$ cat src/sv/assert_macros.svh
// ----------------------------------------------------------------------------
// Assertion macros
// Clocked property checks with asynchronous active-low reset disable.
// ----------------------------------------------------------------------------
`ifndef ASSERT_MACROS_SVH
`define ASSERT_MACROS_SVH

`ifndef ASSERT_OFF
`define ASSERT_AT(lbl, clk, rst_n, prop) \
	lbl: assert property (@(posedge clk) disable iff (!rst_n) (prop)) \
		else $error("property violated");
`define ASSERT_NEVER(lbl, clk, rst_n, expr) \
	lbl: assert property (@(posedge clk) disable iff (!rst_n) !(expr)) \
		else $error("forbidden condition seen");
`else
`define ASSERT_AT(lbl, clk, rst_n, prop)
`define ASSERT_NEVER(lbl, clk, rst_n, expr)
`endif

`endif

$ cat src/sv/cicc_pkg.sv
`timescale 1ns / 1ps
// ----------------------------------------------------------------------------
// cicc_pkg
// Control word, step codes and microprogram of the interval cover counter.
// ----------------------------------------------------------------------------
package cicc_pkg;

	localparam int POS_BITS   = 16;
	localparam int IDX_BITS   = 10;
	localparam int CNT_OUT_W  = 32;
	localparam int TOUCH_W    = 11;

	typedef enum logic [3:0] {
		S_CLR   = 4'd0,
		S_IDLE  = 4'd1,
		S_DISP  = 4'd2,
		S_BIN   = 4'd3,
		S_TEST  = 4'd4,
		S_INC   = 4'd5,
		S_ADONE = 4'd6,
		S_RD    = 4'd7,
		S_RDONE = 4'd8
	} step_t;

	localparam step_t S_LAST = S_RDONE;

	typedef enum logic [2:0] {
		C_ALWAYS,
		C_NOT_I_LAST,
		C_NOT_START,
		C_OP_READ,
		C_I_EQ_STOP,
		C_NEXT
	} cond_t;

	typedef enum logic [1:0] {
		I_HOLD,
		I_CLR,
		I_LOAD,
		I_WALK
	} i_op_t;

	typedef struct packed {
		cond_t cond;
		step_t target;
		logic  idle;
		logic  clr_wr;
		i_op_t i_op;
		logic  ld_dir;
		logic  rd_walk;
		logic  rd_idx;
		logic  inc_wr;
		logic  done_add;
		logic  done_rd;
	} ctrl_t;

	typedef struct packed {
		logic i_last;
		logic i_eq_stop;
		logic op_read;
	} status_t;

	function automatic ctrl_t rom(step_t s);
		ctrl_t w;
		w = '{cond: C_ALWAYS, target: S_IDLE, idle: 1'b0, clr_wr: 1'b0, i_op: I_HOLD,
			ld_dir: 1'b0, rd_walk: 1'b0, rd_idx: 1'b0, inc_wr: 1'b0,
			done_add: 1'b0, done_rd: 1'b0};
		unique case (s)
			S_CLR: begin
				w.cond   = C_NOT_I_LAST;
				w.target = S_CLR;
				w.clr_wr = 1'b1;
				w.i_op   = I_CLR;
			end
			S_IDLE: begin
				w.cond   = C_NOT_START;
				w.target = S_IDLE;
				w.idle   = 1'b1;
			end
			S_DISP: begin
				w.cond   = C_OP_READ;
				w.target = S_RD;
				w.ld_dir = 1'b1;
			end
			S_BIN: begin
				w.cond = C_NEXT;
				w.i_op = I_LOAD;
			end
			S_TEST: begin
				w.cond    = C_I_EQ_STOP;
				w.target  = S_ADONE;
				w.rd_walk = 1'b1;
			end
			S_INC: begin
				w.cond   = C_ALWAYS;
				w.target = S_TEST;
				w.inc_wr = 1'b1;
				w.i_op   = I_WALK;
			end
			S_ADONE: begin
				w.done_add = 1'b1;
			end
			S_RD: begin
				w.cond   = C_NEXT;
				w.rd_idx = 1'b1;
			end
			S_RDONE: begin
				w.done_rd = 1'b1;
			end
			default: begin
				w.cond = C_ALWAYS;
			end
		endcase
		return w;
	endfunction

endpackage

$ cat src/sv/cicc_seq.sv
`timescale 1ns / 1ps
// ----------------------------------------------------------------------------
// cicc_seq
// Step counter and microprogram table with conditional jumps.
// ----------------------------------------------------------------------------
`include "assert_macros.svh"

module cicc_seq (
	input  logic              clk,
	input  logic              arst_n,
	input  logic              start,
	input  cicc_pkg::status_t status,
	output cicc_pkg::ctrl_t   ctrl
);

	cicc_pkg::step_t pc_q;
	logic            jump;

	assign ctrl = cicc_pkg::rom(pc_q);

	always_comb begin
		unique case (ctrl.cond)
			cicc_pkg::C_ALWAYS:     jump = 1'b1;
			cicc_pkg::C_NOT_I_LAST: jump = !status.i_last;
			cicc_pkg::C_NOT_START:  jump = !start;
			cicc_pkg::C_OP_READ:    jump = status.op_read;
			cicc_pkg::C_I_EQ_STOP:  jump = status.i_eq_stop;
			cicc_pkg::C_NEXT:       jump = 1'b0;
			default:                jump = 1'b1;
		endcase
	end

	always_ff @(posedge clk or negedge arst_n) begin
		if (!arst_n) begin
			pc_q <= cicc_pkg::S_CLR;
		end else if (jump) begin
			pc_q <= ctrl.target;
		end else begin
			pc_q <= cicc_pkg::step_t'(pc_q + 4'd1);
		end
	end

	`ASSERT_NEVER(a_pc_range, clk, arst_n, pc_q > cicc_pkg::S_LAST)
	`ASSERT_AT(a_accept_dispatch, clk, arst_n, (ctrl.idle && start) |=> pc_q == cicc_pkg::S_DISP)
	`ASSERT_AT(a_done_to_idle, clk, arst_n, (ctrl.done_add || ctrl.done_rd) |=> pc_q == cicc_pkg::S_IDLE)

endmodule

$ cat config.mk
export PLATFORM = sky130hd
export DESIGN_NAME = cicc_seq
export DESIGN_NICKNAME = d
export VERILOG_FILES = /design/src/sv/cicc_pkg.sv /design/src/sv/cicc_seq.sv
export VERILOG_INCLUDE_DIRS = /design/src /design/src/sv
export SDC_FILE = /design/constraint.sdc
export NUM_CORES = 1
export LEC_CHECK = 0
export ABC_AREA = 1
export BUFFER_PORTS_ARGS = -buffer_cell sky130_fd_sc_hd__buf_2
export CORE_AREA = 4 4 41 43
export DETAILED_ROUTE_END_ITERATION = 10
export DIE_AREA = 0 0 45 47
export GPL_ROUTABILITY_DRIVEN = 1
export PLACE_DENSITY = 0.82
export SETUP_SLACK_MARGIN = 0.2
export SLEW_MARGIN = 20
export SYNTH_ARGS = -nofsm -noshare
export SYNTH_HDL_FRONTEND = slang
export SYNTH_SLANG_ARGS = --single-unit
export TNS_END_PERCENT = 100
$ cat constraint.sdc
create_clock -name clk -period 4.2 [get_ports clk]
set_input_delay 0.84 -clock clk [delete_from_list [all_inputs] [get_ports clk]]
set_output_delay 0.84 -clock clk [all_outputs]
set_load 0.03 [all_outputs]
==> impl_metrics.tcl <==
set metrics [dict create \
    first_pass_iters 4 \
    fin_nets 117 \
    die_w_um 45 \
    start_util_pct 45.1 \
    synth_edf_count 0 \
    largest_registers "pc_q x4" \
    dp_hpwl_um 1130 \
    largest_register "pc_q" \
    wl_per_cell_um 10.7 \
    grt_pass1_wl_um 2040 \
    period_share_pct 69.7 \
    yosysTopAreaCellShare_pct 17.1 \
    synth_cell_types 22 \
    antenna_found_initial 0 \
    outcome "completed" \
    die_area_um2 2120 \
    reg2reg_slack_ns 1.95 \
    seq_area_frac_synth_pct 17.1 \
    multi_input_area_um2 400 \
    regArea_um2 100 \
    cts_hold_buf 0 \
    cp-end-kind "output pin" \
    place_congestion 0.742 \
    synthCells 82 \
    syn_to_final_growth_pct 21.7 \
    cts.sinks 4 \
    die_y_um 47 \
    synth.area.top_cells "dfrtp_1 17%, ha_1 11%, inv_1 8.3%" \
    cts_tree "done" \
    clk_pin_slew_ns 0.04 \
    grt_start_max_net_pins 8 \
    synth_nets 93 \
    setup_viol_count_final 0 \
    fillers 135 \
    drive_above_1_share_pct 46.2 \
    synth_area_per_cell_um2 7.16 \
    post_cts_buffers 0 \
    max_freq_ghz 0.341 \
    ys_seq_elements 4 \
    path_max_fanout 4 \
    port_buffers 21 \
    core_um2 1300 \
    dr.first_iter.drc_count 7 \
    hold_viol 0 \
    antennaDiodeCount 0 \
    root_buffer "clkbuf_4" \
    largest_reg_flops 4 \
    drt-total-wl_um 1280 \
    grt_pass1_vias 505 \
    ys.flop_type "dfrtp_1" \
    numCtsBuffers 3 \
    yosysTopAreaCell "dfrtp_1" \
    cp-start-kind "register" \
    yosysWarnings 0 \
    grt_usage_pct 13.6 \
    min_path_type "in2async" \
    period_minus_slack_ns 2.93 \
    maxSlewViolCount 0 \
    ios 23 \
    cts-resized-gates 0 \
    vias 572 \
    clk_path_buf_depth 2 \
    viasPerCell 4.81 \
    fp-row-count 13 \
    htree_levels 1 \
    gr-total-overflow 0 \
    crit_arrival_ns 2.09 \
    maxCapViolations 0 \
    setup_tns_ns 0 \
    synthArstFlopShare_pct 100 \
    drtAntennaViolNets 0 \
    worstPathRequired_ns 3.36 \
    clk_latency_ns 0.24 \
    crit_type "reg2out" \
    fin_skew_ns 0.00361 \
    drcViolationCount 0 \
    synthTopCellsByCount "13 x inv_1, 13 x nand2_1, 9 x nand3_1" \
    rsz0062_at_grt "no" \
    synthesis.area_um2 587 \
]
[cell families (layout without fill, tap and decap cells)]
kind of cell,count (synthesis),in the layout,share of synthesized area [%]
adders and majority gates,5,5,10.7
AOI/OAI and AO/OA,4,4,7.68
other,1,1,0.639
DFF,4,4,17.1
xor gates and xnor gates,2,2,2.99
and+or+nand+nor,46,46,46.3
buffers and inverters,20,42,14.7
[area by class of cell]
cell class / instances / area share [%]
Multi-Input combinational cell: 58 / 56.0
Timing Repair Buffer: 21 / 14.7
Sequential cell: 4 / 14.0
Inverter: 18 / 9.46
Clock buffer: 3 / 3.15
Tap cell: 15 / 2.63
[critical path, cell delays in order (launching register included)]
cell     delay (ns)
dfrtp_1        0.40
inv_1          0.12
ha_1           0.24
nand3_1        0.20
nand3_2        0.16
inv_1          0.06
ha_1           0.20
nand2_2        0.12
nand2_2        0.10
inv_1          0.06
buf_2          0.19
[layout by cell type, fill, tap and decap left out, types with 4 or more instances in the layout]
cell type  synthesis  layout
buf_2              0      21
dfrtp_1            4       4
ha_1               5       5
inv_1             13      13
inv_2              5       5
nand2_1           13      13
nand2_2            5       5
nand2_4            4       4
nand3_1            9       9
nor2_1             6       6
[per-layer routing]
metal,up-vias,global-route usage [%],part of all wire (%)
met4,0,8.77,1.5
met5,-,0,0
met1,256,15.2,39
met2,25,24.0,53
met3,2,2.30,6.8
li1,289,-,-
[worst paths after layout]
path,start,end,cells after the start
min,arst_n,pc_q[0],1
min in group clk,pc_q[0],pc_q[0],3
max reg2reg,pc_q[0],pc_q[1],14
max,pc_q[0],ctrl[14],10
max in group asynchronous,arst_n,pc_q[1],1
min reg2reg,pc_q[0],pc_q[0],3
[through the flow]
stage	utilization [%]	instances	instance area, µm²	hold slack [ns]	setup slack, ns
after CTS	54.9	119	714	0.396	1.26
after floorplan	-	82	587	0.544	1.64
after global routing	54.9	119	714	0.383	1.14
final	54.9	119	714	0.395	1.27
after global placement	53.2	116	692	0.636	1.62
after detailed placement	53.2	116	692	0.647	1.52
Power is not shown: default switching activity piles up to over one toggle a cycle in this logic, so the estimate is an artifact.
